**src/dnsd_pkg.sv**
```systemverilog
// shared types and constants of the dns name decompressor
`timescale 1ns / 1ps

package dnsd_pkg;

  // offsets as seen on the ports and inside the walker
  localparam int OFF_W = 15;
  localparam int START_W = 14;

  // chunk geometry
  localparam int CHUNK_BYTES = 8;
  localparam int CHARS_W = 64;
  localparam int COUNT_W = 4;

  // label byte decoding
  localparam logic [1:0] PTR_MARK = 2'b11;
  localparam logic [7:0] DOT_CHAR = 8'h2E;

  // input function codes
  typedef enum logic {
    FN_LOAD   = 1'b0,
    FN_DECODE = 1'b1
  } func_t;

  // final chunk status codes
  typedef enum logic [1:0] {
    ST_OK     = 2'd0,
    ST_BOUNDS = 2'd1,
    ST_LOOP   = 2'd2,
    ST_LONG   = 2'd3
  } status_t;

  // walker states
  typedef enum logic [2:0] {
    S_IDLE,
    S_CHK,
    S_LEN,
    S_PTR,
    S_LBL,
    S_FIN
  } walk_state_t;

endpackage

```
**src/dnsd_if.sv**
```systemverilog
// valid/ready channel interfaces for input items and result chunks
`timescale 1ns / 1ps

interface dnsd_in_if;
  logic        valid;
  logic        ready;
  logic        func;
  logic [7:0]  byte_value;
  logic        first_byte;
  logic [13:0] start_offset;

  modport source (output valid, func, byte_value, first_byte, start_offset, input ready);
  modport sink (input valid, func, byte_value, first_byte, start_offset, output ready);
endinterface

interface dnsd_out_if;
  logic        valid;
  logic        ready;
  logic [63:0] name_chars;
  logic [3:0]  chars_valid;
  logic        last_chunk;
  logic [1:0]  status;
  logic [14:0] next_offset;

  modport source (output valid, name_chars, chars_valid, last_chunk, status, next_offset,
                  input ready);
  modport sink (input valid, name_chars, chars_valid, last_chunk, status, next_offset,
                output ready);
endinterface

```
**src/dnsd_walk.sv**
```systemverilog
// load sequencer, label walker, chunk packer and output register
`timescale 1ns / 1ps

module dnsd_walk #(
  parameter int MSG_BYTES      = 2048,
  parameter int MAX_NAME_CHARS = 255,
  parameter int MAX_JUMPS      = 16
) (
  input  logic                         clk,
  input  logic                         rst,
  dnsd_in_if.sink                      in_ch,
  dnsd_out_if.source                   out_ch,
  output logic                         mem_we,
  output logic [$clog2(MSG_BYTES)-1:0] mem_waddr,
  output logic [7:0]                   mem_wdata,
  output logic                         mem_re,
  output logic [$clog2(MSG_BYTES)-1:0] mem_raddr,
  input  logic [7:0]                   mem_rdata
);

  localparam int ADDR_W = $clog2(MSG_BYTES);
  localparam int LEN_W  = $clog2(MSG_BYTES + 1);
  localparam int NAME_W = $clog2(MAX_NAME_CHARS + 1);
  localparam int JMP_W  = $clog2(MAX_JUMPS + 1);
  localparam int OFF_W  = dnsd_pkg::OFF_W;
  localparam int CW     = dnsd_pkg::CHARS_W;
  localparam int NW     = dnsd_pkg::COUNT_W;

  dnsd_pkg::walk_state_t state, state_next;

  logic [LEN_W-1:0]  len, len_next;
  logic [OFF_W-1:0]  cur, cur_next;
  logic [OFF_W-1:0]  resume, resume_next;
  logic              jumped, jumped_next;
  logic [JMP_W-1:0]  jumps, jumps_next;
  logic [NAME_W-1:0] total, total_next;
  logic [5:0]        ptr_hi, ptr_hi_next;
  logic [7:0]        rem, rem_next;
  logic              dot, dot_next;
  logic              pend, pend_next;
  logic [CW-1:0]     acc, acc_next;
  logic [2:0]        acc_n, acc_n_next;
  dnsd_pkg::status_t fin_status, fin_status_next;

  logic              ovalid, ovalid_next;
  logic [CW-1:0]     ochars, ochars_next;
  logic [NW-1:0]     ocount, ocount_next;
  logic              olast, olast_next;
  dnsd_pkg::status_t ostatus, ostatus_next;
  logic [OFF_W-1:0]  onext, onext_next;

  // shared decisions
  logic              in_beat;
  logic              out_free;
  logic [OFF_W-1:0]  len_ext;
  logic [OFF_W-1:0]  cur_p1;
  logic [OFF_W-1:0]  lbl_end;
  logic              cur_oob;
  logic              ptr_oob;
  logic              lbl_oob;
  logic              is_ptr;
  logic              has_chars;
  logic [9:0]        name_sum;
  logic              too_long;
  logic              jump_limit;
  logic              char_vld;
  logic [7:0]        ch;
  logic              stall;
  logic [CW-1:0]     acc_ins;

  assign in_beat    = in_ch.valid && in_ch.ready;
  assign out_free   = !ovalid || out_ch.ready;
  assign len_ext    = OFF_W'(len);
  assign cur_p1     = cur + OFF_W'(1);
  assign lbl_end    = cur_p1 + OFF_W'(mem_rdata);
  assign cur_oob    = cur >= len_ext;
  assign ptr_oob    = cur_p1 >= len_ext;
  assign lbl_oob    = lbl_end > len_ext;
  assign is_ptr     = mem_rdata[7:6] == dnsd_pkg::PTR_MARK;
  assign has_chars  = total != '0;
  assign name_sum   = 10'(total) + 10'(mem_rdata) + 10'(has_chars);
  assign too_long   = name_sum > 10'(MAX_NAME_CHARS);
  assign jump_limit = jumps == JMP_W'(MAX_JUMPS);
  assign char_vld   = dot || pend;
  assign ch         = dot ? dnsd_pkg::DOT_CHAR : mem_rdata;
  assign stall      = char_vld && (acc_n == 3'd7) && !out_free;

  // accumulator with the current character dropped in its byte lane
  always_comb begin
    acc_ins = acc;
    for (int i = 0; i < dnsd_pkg::CHUNK_BYTES; i++) begin
      if (acc_n == 3'(i)) begin
        acc_ins[i*8 +: 8] = ch;
      end
    end
  end

  // next state
  always_comb begin
    state_next = state;
    case (state)
      dnsd_pkg::S_IDLE: begin
        if (in_beat && (in_ch.func == dnsd_pkg::FN_DECODE)) begin
          state_next = dnsd_pkg::S_CHK;
        end
      end
      dnsd_pkg::S_CHK: begin
        state_next = cur_oob ? dnsd_pkg::S_FIN : dnsd_pkg::S_LEN;
      end
      dnsd_pkg::S_LEN: begin
        if (is_ptr) begin
          state_next = ptr_oob ? dnsd_pkg::S_FIN : dnsd_pkg::S_PTR;
        end else if (mem_rdata == 8'd0) begin
          state_next = dnsd_pkg::S_FIN;
        end else if (lbl_oob || too_long) begin
          state_next = dnsd_pkg::S_FIN;
        end else begin
          state_next = dnsd_pkg::S_LBL;
        end
      end
      dnsd_pkg::S_PTR: begin
        state_next = jump_limit ? dnsd_pkg::S_FIN : dnsd_pkg::S_CHK;
      end
      dnsd_pkg::S_LBL: begin
        if (!stall && (rem == 8'd0)) begin
          state_next = dnsd_pkg::S_CHK;
        end
      end
      dnsd_pkg::S_FIN: begin
        if (out_free) begin
          state_next = dnsd_pkg::S_IDLE;
        end
      end
      default: state_next = dnsd_pkg::S_IDLE;
    endcase
  end

  // datapath, memory controls and output register loads
  always_comb begin
    len_next        = len;
    cur_next        = cur;
    resume_next     = resume;
    jumped_next     = jumped;
    jumps_next      = jumps;
    total_next      = total;
    ptr_hi_next     = ptr_hi;
    rem_next        = rem;
    dot_next        = dot;
    pend_next       = pend;
    acc_next        = acc;
    acc_n_next      = acc_n;
    fin_status_next = fin_status;
    ovalid_next     = ovalid && !out_ch.ready;
    ochars_next     = ochars;
    ocount_next     = ocount;
    olast_next      = olast;
    ostatus_next    = ostatus;
    onext_next      = onext;
    mem_we          = 1'b0;
    mem_waddr       = '0;
    mem_wdata       = in_ch.byte_value;
    mem_re          = 1'b0;
    mem_raddr       = cur[ADDR_W-1:0];
    in_ch.ready     = 1'b0;

    case (state)
      dnsd_pkg::S_IDLE: begin
        in_ch.ready = 1'b1;
        if (in_beat && (in_ch.func == dnsd_pkg::FN_LOAD)) begin
          // append a byte, or restart the message
          if (in_ch.first_byte) begin
            mem_we   = 1'b1;
            len_next = LEN_W'(1);
          end else if (len < LEN_W'(MSG_BYTES)) begin
            mem_we    = 1'b1;
            mem_waddr = len[ADDR_W-1:0];
            len_next  = len + LEN_W'(1);
          end
        end else if (in_beat) begin
          // start a decode
          cur_next        = OFF_W'(in_ch.start_offset);
          jumped_next     = 1'b0;
          jumps_next      = '0;
          total_next      = '0;
          acc_next        = '0;
          acc_n_next      = '0;
          dot_next        = 1'b0;
          pend_next       = 1'b0;
          fin_status_next = dnsd_pkg::ST_OK;
        end
      end
      dnsd_pkg::S_CHK: begin
        // fetch the length or pointer byte
        if (cur_oob) begin
          fin_status_next = dnsd_pkg::ST_BOUNDS;
        end else begin
          mem_re = 1'b1;
        end
      end
      dnsd_pkg::S_LEN: begin
        if (is_ptr) begin
          if (ptr_oob) begin
            fin_status_next = dnsd_pkg::ST_BOUNDS;
          end else begin
            mem_re      = 1'b1;
            mem_raddr   = cur_p1[ADDR_W-1:0];
            ptr_hi_next = mem_rdata[5:0];
          end
        end else if (mem_rdata == 8'd0) begin
          // terminator
          cur_next = cur_p1;
        end else if (lbl_oob) begin
          fin_status_next = dnsd_pkg::ST_BOUNDS;
        end else if (too_long) begin
          fin_status_next = dnsd_pkg::ST_LONG;
        end else begin
          cur_next  = cur_p1;
          rem_next  = mem_rdata;
          dot_next  = has_chars;
          pend_next = 1'b0;
        end
      end
      dnsd_pkg::S_PTR: begin
        // follow a compression pointer
        if (!jumped) begin
          resume_next = cur + OFF_W'(2);
          jumped_next = 1'b1;
        end
        if (jump_limit) begin
          fin_status_next = dnsd_pkg::ST_LOOP;
        end else begin
          jumps_next = jumps + JMP_W'(1);
          cur_next   = OFF_W'({ptr_hi, mem_rdata});
        end
      end
      dnsd_pkg::S_LBL: begin
        // one label character per cycle while the output does not stall, reads run one ahead
        if (!stall) begin
          dot_next = 1'b0;
          if (char_vld) begin
            total_next = total + NAME_W'(1);
            if (acc_n == 3'd7) begin
              ovalid_next  = 1'b1;
              ochars_next  = acc_ins;
              ocount_next  = NW'(dnsd_pkg::CHUNK_BYTES);
              olast_next   = 1'b0;
              ostatus_next = dnsd_pkg::ST_OK;
              onext_next   = '0;
              acc_next     = '0;
              acc_n_next   = '0;
            end else begin
              acc_next   = acc_ins;
              acc_n_next = acc_n + 3'd1;
            end
          end
          if (rem != 8'd0) begin
            mem_re    = 1'b1;
            cur_next  = cur_p1;
            rem_next  = rem - 8'd1;
            pend_next = 1'b1;
          end else begin
            pend_next = 1'b0;
          end
        end
      end
      dnsd_pkg::S_FIN: begin
        // final chunk with status
        if (out_free) begin
          ovalid_next  = 1'b1;
          olast_next   = 1'b1;
          ostatus_next = fin_status;
          if (fin_status == dnsd_pkg::ST_OK) begin
            ochars_next = acc;
            ocount_next = NW'(acc_n);
            onext_next  = jumped ? resume : cur;
          end else begin
            ochars_next = '0;
            ocount_next = '0;
            onext_next  = '0;
          end
        end
      end
      default: begin
      end
    endcase
  end

  // control registers
  always_ff @(posedge clk) begin
    if (rst) begin
      state  <= dnsd_pkg::S_IDLE;
      len    <= '0;
      ovalid <= 1'b0;
      dot    <= 1'b0;
      pend   <= 1'b0;
    end else begin
      state  <= state_next;
      len    <= len_next;
      ovalid <= ovalid_next;
      dot    <= dot_next;
      pend   <= pend_next;
    end
  end

  // walk and payload registers
  always_ff @(posedge clk) begin
    cur        <= cur_next;
    resume     <= resume_next;
    jumped     <= jumped_next;
    jumps      <= jumps_next;
    total      <= total_next;
    ptr_hi     <= ptr_hi_next;
    rem        <= rem_next;
    acc        <= acc_next;
    acc_n      <= acc_n_next;
    fin_status <= fin_status_next;
    ochars     <= ochars_next;
    ocount     <= ocount_next;
    olast      <= olast_next;
    ostatus    <= ostatus_next;
    onext      <= onext_next;
  end

  // result channel
  assign out_ch.valid       = ovalid;
  assign out_ch.name_chars  = ochars;
  assign out_ch.chars_valid = ocount;
  assign out_ch.last_chunk  = olast;
  assign out_ch.status      = ostatus;
  assign out_ch.next_offset = onext;

endmodule

```
**src/flat_wrapper.sv**
```systemverilog
// flat-port wrapper written by rule: the top's interface ports become plain ports
module dnsd_walk_flat 
#(
  parameter int MSG_BYTES      = 2048,
  parameter int MAX_NAME_CHARS = 255,
  parameter int MAX_JUMPS      = 16
)
  (clk, rst, mem_we, mem_waddr, mem_wdata, mem_re, mem_raddr, mem_rdata, in_ch_valid, in_ch_func, in_ch_byte_value, in_ch_first_byte, in_ch_start_offset, in_ch_ready, out_ch_valid, out_ch_name_chars, out_ch_chars_valid, out_ch_last_chunk, out_ch_status, out_ch_next_offset, out_ch_ready);
  dnsd_in_if in_ch_i ();
  dnsd_out_if out_ch_i ();
  input  logic clk;
  input  logic rst;
  output logic mem_we;
  output logic [$clog2(MSG_BYTES)-1:0] mem_waddr;
  output logic [7:0] mem_wdata;
  output logic mem_re;
  output logic [$clog2(MSG_BYTES)-1:0] mem_raddr;
  input  logic [7:0] mem_rdata;
  input wire logic [$bits(in_ch_i.valid)-1:0] in_ch_valid;
  input wire logic [$bits(in_ch_i.func)-1:0] in_ch_func;
  input wire logic [$bits(in_ch_i.byte_value)-1:0] in_ch_byte_value;
  input wire logic [$bits(in_ch_i.first_byte)-1:0] in_ch_first_byte;
  input wire logic [$bits(in_ch_i.start_offset)-1:0] in_ch_start_offset;
  output wire logic [$bits(in_ch_i.ready)-1:0] in_ch_ready;
  output wire logic [$bits(out_ch_i.valid)-1:0] out_ch_valid;
  output wire logic [$bits(out_ch_i.name_chars)-1:0] out_ch_name_chars;
  output wire logic [$bits(out_ch_i.chars_valid)-1:0] out_ch_chars_valid;
  output wire logic [$bits(out_ch_i.last_chunk)-1:0] out_ch_last_chunk;
  output wire logic [$bits(out_ch_i.status)-1:0] out_ch_status;
  output wire logic [$bits(out_ch_i.next_offset)-1:0] out_ch_next_offset;
  input wire logic [$bits(out_ch_i.ready)-1:0] out_ch_ready;
  assign in_ch_i.valid = in_ch_valid;
  assign in_ch_i.func = in_ch_func;
  assign in_ch_i.byte_value = in_ch_byte_value;
  assign in_ch_i.first_byte = in_ch_first_byte;
  assign in_ch_i.start_offset = in_ch_start_offset;
  assign in_ch_ready = in_ch_i.ready;
  assign out_ch_valid = out_ch_i.valid;
  assign out_ch_name_chars = out_ch_i.name_chars;
  assign out_ch_chars_valid = out_ch_i.chars_valid;
  assign out_ch_last_chunk = out_ch_i.last_chunk;
  assign out_ch_status = out_ch_i.status;
  assign out_ch_next_offset = out_ch_i.next_offset;
  assign out_ch_i.ready = out_ch_ready;
  dnsd_walk #(.MSG_BYTES(MSG_BYTES), .MAX_NAME_CHARS(MAX_NAME_CHARS), .MAX_JUMPS(MAX_JUMPS)) u_core (.clk(clk), .rst(rst), .in_ch(in_ch_i), .out_ch(out_ch_i), .mem_we(mem_we), .mem_waddr(mem_waddr), .mem_wdata(mem_wdata), .mem_re(mem_re), .mem_raddr(mem_raddr), .mem_rdata(mem_rdata));
endmodule
```
**config.mk**
```make
export PLATFORM = sky130hd
export DESIGN_NAME = dnsd_walk_flat
export DESIGN_NICKNAME = d
export VERILOG_FILES = /design/src/dnsd_pkg.sv /design/src/dnsd_if.sv /design/src/dnsd_walk.sv /design/src/flat_wrapper.sv
export SDC_FILE = /design/constraint.sdc
export NUM_CORES = 1
export LEC_CHECK = 0
export CORE_MARGIN = 10
export CORE_UTILIZATION = 38
export DETAILED_ROUTE_END_ITERATION = 10
export DONT_BUFFER_PORTS = 1
export PLACE_DENSITY = 0.63
export SLEW_MARGIN = 0
export SYNTH_ARGS = -nofsm -noshare
export SYNTH_HDL_FRONTEND = slang
export SYNTH_SLANG_ARGS = --single-unit
```
**constraint.sdc**
```tcl
create_clock -name clk -period 6.9 [get_ports clk]
set_clock_uncertainty 0.15 [all_clocks]
set_input_delay 0 -clock clk [delete_from_list [all_inputs] [get_ports clk]]
set_output_delay 0 -clock clk [all_outputs]
set_load 0.02 [all_outputs]
```
==> results.md, run 1 <==
- The remaining max-slew budget at the tightest pin is 0.206.
- The sequential-to-total area share from yosys stat is 0.528.
- The tree is rooted in a clkbuf_16.
- Counting both buffers and inverters, the worst setup path holds a total of 0.
- The slowest stage of the critical path belongs to the cell a21oi_1.
- At the pin with the least slew margin, the transition time is 1.18 ns.
- The number of flip-flops and latches in the synthesized netlist is 231.
- In the global route stage, overall resource usage came out at 0.165.
- Entering global routing, the biggest net connects 76 pins.
- The post-DP HPWL is 24200 µm.
- The power density over cell area is 441 mW/mm².
- The total wirelength of the detailed-routed design is 35500 µm.
- In the layout the commonest cells are edfxtp_1, nor2_1, nand2_1, o21ai_0, ha_1.
- The number of warnings issued by yosys is 0.
- The achievable clock frequency is 177 MHz.
- The number of antenna violations at the first check in global routing is 3.
- The first TritonRoute pass finished after 5 iterations.
- Of the total synthesized cell area, the portion taken by XOR and XNOR cells is 0.0491.
- Adding up every negative setup slack in the final design gives 0 ns.
- Clock tree synthesis inserted a total of 26 buffers.
- The x dimension of the die is 203 µm.
- The relative area change from synthesis to final layout is 12.7%.
- The layer with the highest usage is met2.
- The clock drives 231 sinks.
- The final weighted congestion of routability-driven global placement is 0.965.
- Data arrives at the worst endpoint at 5.68 ns.
- After clock tree synthesis, the setup repair step added 0 buffers.
- The element type at the critical path start is a flip-flop.
- The critical path goes through ha_1, nand4_4, xnor2_1, ha_1, o21ai_0, o21ai_0, o41ai_1, nor2_1, xnor2_1, ha_1, a21o_1, a211oi_1, a21oi_1, a31oi_4, nand2_1, a21oi_1.
- After clock tree synthesis, the repair step resized 0 gates.
- The tool flagged a number of max-cap violations equal to 0.
- The met3 usage in global routing is 0.0314.
- The worst register-to-register path begins at u_core.cur[2]$_DFFE_PP_.
- The most critical setup path has its endpoint at u_core.rem[7]$_DFFE_PP_.
- In this run the vertical extent of the chip is 203 µm.
- The final-report max-slew violation count is 0.
- The worst-case vdd ir drop is 0.197 mV.
- The required time of the worst setup path is 6.92 ns.
- TritonCTS built the clock tree.
- The number of flops mapped to enable cells by yosys is 213.
- The final hold violation count is 0.
- The final routed DRC violation total is 0.
- The initial standard-cell utilization of the core is 0.383.
- Of the cells placed in the final design, the portion with a size suffix greater than 1 is 0.0704.
- The share of synthesized cell area in and, or, nand and nor gates is 0.172.
- The global routing met2 resource utilization is 0.253.
- The finished cells cover 0.0144 mm².
- Along the worst path, the maximum fanout reaches 9.
- The overall power after layout is 6.35 mW.
- The remaining number of nets flagged by the antenna check after routing is 0.
- Summing every instance area after synthesis gives 0.0128 mm².
- The final-stage net count is 1325.
- After synthesis, the share of cell area in mux cells is 0.0267.
- The run finished with clean final reports.
- For met1 alone, demand over resource in global routing was 0.226.
- The top-level port count is 156.
- After floorplanning, the core was sized to cover 0.0334 mm².
- The post-synthesis adder-cell area fraction is 0.0736.
- In this run the register-to-register setup slack is 1.24 ns.
- Grouping stages by cell kind, the critical path spends the most delay in compound AO/OA/AOI/OAI gates.
- In this run the number of H-tree levels came out at 1.
- The routed layout has 9275 vias.
- The share of the cycle needed by the critical path after routing is 0.820.
- Setup repair after global routing left no endpoint under its margin.
- The compound-gate portion of the synthesized area came to 0.113.
- The first global-routing pass estimated 53900 µm of wire.
- The number of global-route vias before repair is 8852.
- Counting flops with an async set or reset pin after synthesis yields a share of 0.
- On the worst path, the slowest cell contributes a delay of 0.69 ns.
- The most common cell after layout, fill and taps aside is edfxtp_1.
- The worst setup path is captured at a flip-flop.
- The worst register-to-register path has a depth of 16.
- The port buffer count is 0.
- The number of setup violations in the final report is 0.
- The clock reaches the later pin of the worst-skew pair after 0.54 ns.
- The clock-pin slew on the worst setup and hold paths is 0.06 ns.
- Summed over all layers, the global routing overflow is 0.
- The DRC violation total after the first TritonRoute iteration is 783.
- The most used flip-flop cell after synthesis is edfxtp_1.
- The post-layout minimum cycle time is 5.66 ns.
- Synthesis produced a netlist whose cell count is 1203.
- The number of nets in the synthesized netlist is 1313.
- The path class of the tightest hold or removal check is in -> reg.
- At the end of the flow the core is filled with cells to 0.432.
- The path type of the worst setup path is reg -> reg.
- The timing startpoint of the critical path is u_core.cur[2]$_DFFE_PP_.
- By area, the combinational part of the netlist is dominated by simple AND/OR/NAND/NOR gates.
- The leakage power is 5.15 nW.
- By instance count, the cell type seen most on the critical path is ha_1.
- The critical path depth in cells is 16.
- The die outline area is 0.0414 mm².
- In this run the critical register-to-register path is captured at u_core.rem[7]$_DFFE_PP_.
- No sink is reached through more buffers than the 3 on the longest clock path.
- The floorplan has 67 rows.
- The mean routed wirelength per cell is 21.1 µm.
- The count of unique library cells instantiated by Yosys is 76.
- The placed instances occupy a cell area of 0.0132 mm².
- The via density per instance is 5.50.
- The per-instance average area after synthesis is 10.6 µm².
## cell families (layout without fill, tap and decap cells)
kind of cell,after synthesis,in the layout
DFF,231,231
buffers and inverters,107,139
other,0,2
adders and majority gates,74,74
muxes,34,34
xor gates and xnor gates,70,70
and+or+nand+nor,455,455
AOI/OAI and AO/OA,232,232
## worst min-delay path by stage
stage,depth (start not counted),end,slack [ns],start
2_1_floorplan,0,u_core.ptr_hi[0]$_DFFE_PP_,-0.05,mem_rdata[0]
3_3_place_gp,0,mem_wdata[7],-0.15,in_ch_byte_value[7]
3_5_place_dp,0,mem_wdata[7],-0.15,in_ch_byte_value[7]
4_1_cts,2,u_core.out_ch.name_chars[48]$_DFFE_PP_,0.006,mem_rdata[0]
5_1_grt,2,u_core.out_ch.name_chars[44]$_DFFE_PP_,0.04,mem_rdata[4]
6_report,2,u_core.out_ch.name_chars[48]$_DFFE_PP_,0.04,mem_rdata[0]
## flip-flops by register name, summed over array words and instances, names as in the netlist
register	count
u_core.acc	64
u_core.out_ch.name_chars	64
u_core.cur	15
u_core.out_ch.next_offset	15
u_core.resume	15
u_core.len	12
u_core.rem	8
u_core.total	8
u_core.ptr_hi	6
u_core.jumps	5
u_core.out_ch.chars_valid	4
u_core.acc_n	3
u_core.state	3
u_core.fin_status	2
u_core.out_ch.status	2
u_core.dot	1
u_core.jumped	1
u_core.out_ch.last_chunk	1
u_core.out_ch.valid	1
u_core.pend	1
## area by class of cell
cell class / count / area, µm²
fillers: 3184 / 19000
repair buffers: 53 / 490
clock inverters: 20 / 204
inverters: 38 / 143
clock buffers: 28 / 679
diodes: 2 / 5.00
flip-flops and latches: 231 / 6760
well taps: 448 / 561
multi-input cells: 865 / 5570
## cell usage after synthesis (all sizes together) (23+ instances only)
library cell | number | area share
xnor2 | 32 | 0.022
a211oi | 40 | 0.024
nand3 | 27 | 0.012
inv | 37 | 0.011
ha | 72 | 0.070
nand2 | 123 | 0.036
nor4 | 23 | 0.012
nor2 | 164 | 0.048
xor2 | 38 | 0.027
clkbuf | 39 | 0.011
edfxtp | 213 | 0.50
a21oi | 39 | 0.016
o21ai | 106 | 0.041
buf | 30 | 0.015
mux2i | 33 | 0.026
## per-stage QoR
stage	std cells	hold slack (ns)	setup WS, ns
final	1685	0.0371	1.24
after global placement	1598	-0.150	1.49
after CTS	1683	0.00607	1.26
after global routing	1685	0.0372	0.809
after floorplan	1203	-0.0511	1.43
after detailed placement	1598	-0.150	1.29
## routing by layer
metal,up-vias,part of all wire
met5,-,0.00020
met4,2,0.031
met3,68,0.070
met2,371,0.45
met1,4445,0.45
li1,4389,-
## power by group
| group | leakage, nW | total, mW | internal (mW) | switching [mW] |
|---|---|---|---|---|
| Sequential | 2.18 | 2.52 | 2.12 | 0.403 |
| Clock | 0.419 | 1.43 | 0.858 | 0.572 |
| Combinational | 2.56 | 2.39 | 0.874 | 1.52 |
| Total | 5.15 | 6.35 | 3.85 | 2.50 |
## what timing repair did
| item | CTS | global route |
|---|---|---|
| hold buffers | 37 | 0 |
| setup endpoints to repair | 0 | 0 |
| hold endpoints to repair | 146 | 0 |
Note: power is estimated with default switching activity, not from simulation.
==> run 2, diff against run 1 <==
==> constraint.sdc (replaced) <==
create_clock -name clk -period 4.7 [get_ports clk]
set_clock_uncertainty 0.15 [all_clocks]
set_input_delay 0 -clock clk [delete_from_list [all_inputs] [get_ports clk]]
set_output_delay 0 -clock clk [all_outputs]
set_load 0.02 [all_outputs]
==> results.md, run 2 (synthesis gave the netlist of run 1 again) <==
- The required time of the worst setup path was 4.78 ns (was 6.92 ns).
- The final weighted congestion of routability-driven global placement is 0.945 (was 0.965).
- Most frequent cells in the layout: edfxtp_1, nor2_1, nand2_1, o21ai_0, ha_1 (unchanged).
- The combinational share of power is 0.412 (was 0.377).
- The launch instance of the worst register-to-register path is u_core.cur[1]$_DFFE_PP_ (was u_core.cur[2]$_DFFE_PP_).
- The power density over cell area is 651 mW/mm² (was 441 mW/mm²).
- The logic depth of the worst register-to-register path is 20 (was 16).
- The biggest cell delay along the critical path was 0.43 ns (was 0.69 ns).
- The DRC violation total after the first TritonRoute iteration is 710 (was 783).
- The overall power after layout is 9.66 mW (was 6.35 mW).
- The switching power was 3.75 mW (was 2.50 mW).
- The critical path endpoint is u_core.rem[4]$_DFFE_PP_ (was u_core.rem[7]$_DFFE_PP_).
- The final-stage net count is 1364 (was 1325).
- The final standard cell area without fillers is 0.0148 mm² (was 0.0144 mm²).
- The number of global-route vias before repair is 9168 (was 8852).
- The internal power consumption is 5.91 mW (was 3.85 mW).
- The final-report max-slew violation count is 0 (unchanged).
- The most common cell after layout, fill and taps aside is edfxtp_1 (unchanged).
- The sum of overflow across all layers after global routing is 0 (unchanged).
- The achievable clock frequency is 222 MHz (was 177 MHz).
- The kind of end point of the critical path was a flip-flop (unchanged).
- The number of antenna violations at the first check in global routing is 2 (was 3).
- The setup slack of the most critical reg-to-reg path is 0.19 ns (was 1.24 ns).
- The timing startpoint of the critical path is u_core.cur[1]$_DFFE_PP_ (was u_core.cur[2]$_DFFE_PP_).
- The clock-pin slew on the worst setup and hold paths is 0.06 ns (about the same).
- The path type of the worst setup path was reg -> reg (unchanged).
- The fraction of power consumed by the clock network is 0.217 (was 0.225).
- The smallest hold slack is 0.0302 ns (was 0.0371 ns).
- The slowest library cell on the worst path is edfxtp_1 (was a21oi_1).
- The count of fill cells added during filler insertion is 3156 (was 3184).
- The mean routed wirelength per cell is 20.6 µm (was 21.1 µm).
- The share of total power consumed by net switching is 0.388 (was 0.393).
- The element type at the critical path start is a flip-flop (unchanged).
- The number of setup violations in the final report is 0 (unchanged).
- The ratio of cells with drive above 1 in the final layout is 0.106 (was 0.0704).
- The number of buffers inserted during clock tree synthesis came to 26 (unchanged).
- The clock tree from TritonCTS is yes (unchanged).
- The die outline area is 0.0414 mm² (unchanged).
- The top-level port count is 156 (unchanged).
- The global-route wire length before repair came to 54500 µm (was 53900 µm).
- The overall fraction of global-route tracks in use is 0.166 (was 0.165).
- The pin count of the biggest net entering global routing was 87 (was 76).
- The data arrival time of the critical path came to 4.59 ns (was 5.68 ns).
- The clock insertion delay at the later pin of the skew report came to 0.53 ns (was 0.54 ns).
- The vias after detailed routing is 9313 (was 9275).
- The share of the cycle needed by the critical path after routing is 0.960 (was 0.820).
- The standard cell area after detailed placement came to 0.0134 mm² (was 0.0132 mm²).
- The start point of the worst hold path is mem_rdata[4] (was mem_rdata[0]).
- The total wirelength of the detailed-routed design came to 35500 µm (about the same).
- The worst flop-to-flop path endpoint was u_core.rem[4]$_DFFE_PP_ (was u_core.rem[7]$_DFFE_PP_).
- The vertical extent of the die was 203 µm (unchanged).
- The detailed-routing iteration count for the pre-antenna-repair pass is 5 (unchanged).
- The buffer and inverter count on the worst path was 2 (was 0).
- The leakage power is 5.38 nW (was 5.15 nW).
- The relative area change from synthesis to final layout was 16.1% (was 12.7%).
- The number of standard cells in the layout, taps in and fillers out came to 1723 (was 1685).
- The root buffer selected by CTS is clkbuf_16 (unchanged).
- The classification of the worst-slack hold path is in -> reg (unchanged).
- The remaining number of nets flagged by the antenna check after routing is 0 (unchanged).
- The number of cells in the design after placement is 1628 (was 1598).
- The share of the core filled with cells came to 0.445 (was 0.432).
- The kind of cell adding the most delay to the critical path is compound AO/OA/AOI/OAI gates (unchanged).
- The final routed DRC violation total is 0 (unchanged).
- The remaining max-slew budget at the tightest pin was 0.179 (was 0.206).
- Run status: complete, no violations (unchanged).
- The final hold violation count is 0 (unchanged).
- The via density per instance was 5.41 (was 5.50).
- The sequential fraction of design power came to 0.371 (was 0.398).
- The row count is 67 (unchanged).
- The initial standard-cell utilization of the core is 0.383 (unchanged).
- The post-layout minimum cycle time is 4.51 ns (was 5.66 ns).
- The worst-case vdd ir drop is 0.402 mV (was 0.197 mV).
- Critical path cell sequence: ha_2, nand3_2, xnor2_2, ha_1, and2_1, o21ai_0, o21ai_0, or2_2, a21oi_1, xnor2_1, ha_1, a21o_1, a21o_1, a211oi_2, a21oi_2, a31oi_4, buf_4, nand2_1, a21oi_1, buf_4 (was ha_1, nand4_4, xnor2_1, ha_1, o21ai_0, o21ai_0, o41ai_1, nor2_1, xnor2_1, ha_1, a21o_1, a211oi_1, a21oi_1, a31oi_4, nand2_1, a21oi_1).
- The critical path depth in cells is 20 (was 16).
- The area of the core is 0.0334 mm² (unchanged).
- The number of buffers on the longest clock path came to 3 (unchanged).
- The count of clock tree sinks is 231 (unchanged).
- The post-DP HPWL was 24300 µm (was 24200 µm).
- The port buffer count is 0 (unchanged).
- The pin slew with the least headroom to its limit is 1.23 ns (was 1.18 ns).
- The x dimension of the die came to 203 µm (unchanged).
- The number of max-cap violations came to 0 (unchanged).
- The highest net fanout along the worst path is 8 (was 9).
- The H-tree depth is 1 (unchanged).
-- run 2: changes by cell type in the layout (fill, tap and decap cells not counted), sizes merged --
cell	previous run	this run
buf	16	51
dlygate4sd3	37	41
clkinv	13	11
clkbuf	28	29
diode	2	1
inv	37	38
-- run 2: how the worst min path moves through the flow --
| stage | cells after the start | end | slack [ns] |
|---|---|---|---|
| 6_report | 2 | u_core.out_ch.name_chars[52]$_DFFE_PP_ | 0.03 |
| 5_1_grt | 5 | u_core.state[0]$_SDFFE_PP0P_ | 0.06 |
| 4_1_cts | 5 | u_core.state[0]$_SDFFE_PP0P_ | 0.003 |
| 3_5_place_dp | 0 | mem_wdata[2] | -0.15 |
| 3_3_place_gp | 0 | mem_wdata[2] | -0.15 |
| 2_1_floorplan | 0 | u_core.ptr_hi[0]$_DFFE_PP_ | -0.05 |
-- run 2: through the flow --
| step | setup TNS [ns] | worst slack (ns) |
|---|---|---|
| detailed placement | 0 | 0.0357 |
| finish | 0 | 0.188 |
| floorplan | 0 | 0.0273 |
| CTS | 0 | 0.000203 |
| global route | -0.0996 | -0.0199 |
| global placement | 0 | 0.140 |
-- run 2: power by group through the flow --
stage / clock network (mW) / logic (mW) / registers, mW
final: 2.09 / 3.98 / 3.58
after CTS: 2.15 / 3.90 / 3.58
after detailed placement: 0 / 3.79 / 3.63
after global placement: 0 / 3.71 / 3.62
after global routing: 2.24 / 4.42 / 3.65
after floorplan: 0 / 2.82 / 3.45
-- run 2: area by class of cell --
type / instances / area (µm²) / share of cell area
Sequential cell: 231 / 6760 / 0.455
Antenna cell: 1 / 2.50 / 0.000169
Clock inverter: 19 / 201 / 0.0136
Timing Repair Buffer: 92 / 818 / 0.0551
Tap cell: 448 / 561 / 0.0378
Inverter: 38 / 143 / 0.00961
Multi-Input combinational cell: 865 / 5670 / 0.382
Clock buffer: 29 / 683 / 0.0460
-- run 2: layer usage --
layer	global-route usage	wire, µm	vias to the layer above
li1	-	-	4454
met1	0.214	15200	4451
met2	0.266	16500	340
met3	0.0406	2710	66
met4	0.0581	1080	2
met5	0	7	-
-- run 2: what timing repair did --
action | 4_1_cts | 5_1_grt
endpoints found under the hold margin | 142 | 0
endpoints found under the setup margin | 5 | 27
hold buffers | 41 | 0
pin swaps | 1 | 2
setup buffers | 2 | 3
gates resized for setup | 2 | 9
==> run 3, diff against run 2 <==
--- a/config.mk
+++ b/config.mk
@@ -5,7 +5,7 @@
 export SDC_FILE = /design/constraint.sdc
 export NUM_CORES = 1
 export LEC_CHECK = 0
-export CORE_MARGIN = 10
+export CORE_MARGIN = 2
 export CORE_UTILIZATION = 38
 export DETAILED_ROUTE_END_ITERATION = 10
 export DONT_BUFFER_PORTS = 1
==> results.md, run 3 (synthesis gave the netlist of run 1 again) <==
- Run status: complete, no violations (unchanged).
- The count of fill cells added during filler insertion was 3190 (was 3156).
- The internal power consumption is 5.63 mW (was 5.91 mW).
- The x dimension of the die came to 187 µm (was 203 µm).
- The path type of the worst setup path was reg -> out (was reg -> reg).
- The total wirelength of the detailed-routed design is 34500 µm (was 35500 µm).
- The number of setup violations in the final report was 0 (unchanged).
- The combinational share of power was 0.424 (was 0.412).
- The start point of the worst hold path is mem_rdata[4] (unchanged).
- The relative area change from synthesis to final layout is 14.7% (was 16.1%).
- The detailed-routing iteration count for the pre-antenna-repair pass came to 5 (unchanged).
- The share of total power consumed by net switching is 0.399 (was 0.388).
- The number of cells in the design after placement is 1621 (was 1628).
- The number of antenna violations at the first check in global routing is 1 (was 2).
- The vertical extent of the die was 187 µm (was 203 µm).
- The timing startpoint of the critical path is u_core.cur[5]$_DFFE_PP_ (was u_core.cur[1]$_DFFE_PP_).
- The element type at the critical path start is a flip-flop (unchanged).
- The row count came to 67 (unchanged).
- The H-tree depth is 1 (unchanged).
- The area of the core is 0.0334 mm² (unchanged).
- The final hold violation count is 0 (unchanged).
- The switching power is 3.74 mW (was 3.75 mW).
- The number of global-route vias before repair came to 8888 (was 9168).
- The via density per instance is 5.47 (was 5.41).
- The vias after detailed routing came to 9368 (was 9313).
- The launch instance of the worst register-to-register path is u_core.cur[1]$_DFFE_PP_ (unchanged).
- The number of standard cells in the layout, taps in and fillers out is 1712 (was 1723).
- The pin slew with the least headroom to its limit is 1.14 ns (was 1.23 ns).
- The post-layout minimum cycle time is 4.64 ns (was 4.51 ns).
- The number of max-cap violations came to 0 (unchanged).
- The remaining max-slew budget at the tightest pin is 0.239 (was 0.179).
- The standard cell area after detailed placement is 0.0134 mm² (about the same).
- The worst-case vdd ir drop is 0.261 mV (was 0.402 mV).
- The overall fraction of global-route tracks in use was 0.189 (was 0.166).
- The sum of overflow across all layers after global routing is 0 (unchanged).
- The clock tree from TritonCTS is yes (unchanged).
- The final-stage net count is 1355 (was 1364).
- The port buffer count is 0 (unchanged).
- The final-report max-slew violation count was 0 (unchanged).
- The die outline area is 0.0351 mm² (was 0.0414 mm²).
- The highest net fanout along the worst path came to 12 (was 8).
- The final weighted congestion of routability-driven global placement is 0.925 (was 0.945).
- The ratio of cells with drive above 1 in the final layout is 0.103 (was 0.106).
- Most frequent cells in the layout: edfxtp_1, nor2_1, nand2_1, o21ai_0, ha_1 (unchanged).
- The pin count of the biggest net entering global routing was 87 (unchanged).
- The count of clock tree sinks is 231 (unchanged).
- The post-DP HPWL is 23100 µm (was 24300 µm).
- The clock insertion delay at the later pin of the skew report is 0.53 ns (about the same).
- The number of buffers inserted during clock tree synthesis is 25 (was 26).
- The DRC violation total after the first TritonRoute iteration is 835 (was 710).
- The mean routed wirelength per cell is 20.2 µm (was 20.6 µm).
- The worst setup margin is 0.0617 ns (was 0.188 ns).
- The share of the cycle needed by the critical path after routing is 0.987 (was 0.960).
- The most common cell after layout, fill and taps aside is edfxtp_1 (unchanged).
- The classification of the worst-slack hold path is in -> reg (unchanged).
- The achievable clock frequency was 216 MHz (was 222 MHz).
- The top-level port count is 156 (unchanged).
- The final routed DRC violation total is 0 (unchanged).
- The kind of end point of the critical path is a primary output (was flip-flop).
- The leakage power is 5.28 nW (was 5.38 nW).
- The final standard cell area without fillers is 0.0147 mm² (was 0.0148 mm²).
- The worst slack at placement is 0.0666 ns (was 0.0357 ns).
- The number of buffers on the longest clock path is 3 (unchanged).
- The global-route wire length before repair is 52100 µm (was 54500 µm).
- The required time of the worst setup path is 4.55 ns (was 4.78 ns).
- The initial standard-cell utilization of the core is 0.383 (unchanged).
- The fraction of power consumed by the clock network is 0.190 (was 0.217).
- The sequential fraction of design power is 0.386 (was 0.371).
- The data arrival time of the critical path is 4.49 ns (was 4.59 ns).
- The clock-pin slew on the worst setup and hold paths is 0.06 ns (about the same).
- The remaining number of nets flagged by the antenna check after routing was 0 (unchanged).
- The antenna diode count is 0 (was 1).
- The setup slack of the most critical reg-to-reg path is 0.08 ns (was 0.19 ns).
- The share of the core filled with cells was 0.439 (was 0.445).
- The power density over cell area came to 639 mW/mm² (was 651 mW/mm²).
- The root buffer selected by CTS is clkbuf_16 (unchanged).
run 3: worst paths after layout:
check / depth (start not counted) / end
setup / recovery: 17 / mem_raddr[9]
hold / removal: 2 / u_core.out_ch.name_chars[60]$_DFFE_PP_
setup reg to reg: 19 / u_core.cur[2]$_DFFE_PP_
hold reg to reg: 2 / u_core.len[6]$_SDFFE_PP0P_
run 3: final cells by class:
class,count,area [µm²],area share
clock buffer,33,656,0.0447
clock inverter,13,70.1,0.00478
inverter,38,143,0.00973
multi-input combinational,865,5730,0.391
sequential,231,6760,0.461
tap,448,561,0.0382
timing repair buffer,84,747,0.0510
run 3: stage by stage:
step	power [mW]	hold slack, ns	TNS (ns)
after CTS	9.23	0.00708	0
after global routing	9.98	0.0598	-1.26
final	9.37	0.0260	0
after global placement	7.26	-0.150	0
after floorplan	6.27	-0.0511	0
after detailed placement	7.34	-0.150	0
run 3: layer usage:
layer / track usage / routed length [µm] / up-vias
met5: 0 / 13 / -
met4: 0.0687 / 1260 / 2
met3: 0.0454 / 2740 / 76
met2: 0.306 / 15800 / 378
met1: 0.248 / 14700 / 4480
li1: - / - / 4432
run 3: critical path, stage by stage (launching register included):
cell and delay, ns:
edfxtp_1 0.54, buf_4 0.24, nand3_4 0.10, or3_4 0.41
xor2_2 0.13, buf_4 0.21, inv_1 0.06, ha_1 0.30
nand2_1 0.07, nor2_1 0.05, a221oi_1 0.27, o21ai_0 0.23
o21ai_1 0.29, nand3_1 0.12, buf_4 0.23, nor4_1 0.33
xor2_1 0.20, buf_4 0.16
run 3: power by group through the flow:
| stage | sequential (mW) | combinational, mW | clock [mW] |
|---|---|---|---|
| floorplan | 3.45 | 2.82 | 0 |
| global placement | 3.63 | 3.63 | 0 |
| detailed placement | 3.64 | 3.70 | 0 |
| CTS | 3.59 | 3.81 | 1.82 |
| global route | 3.68 | 4.40 | 1.90 |
| finish | 3.61 | 3.97 | 1.78 |
run 3: timing repair:
action                     in CTS  in global routing
hold endpoints to repair      143                  0
pin swaps                       0                  1
buffers inserted                2                  3
hold buffers                   40                  0
gates resized for setup         1                 22
setup endpoints to repair       6                 30
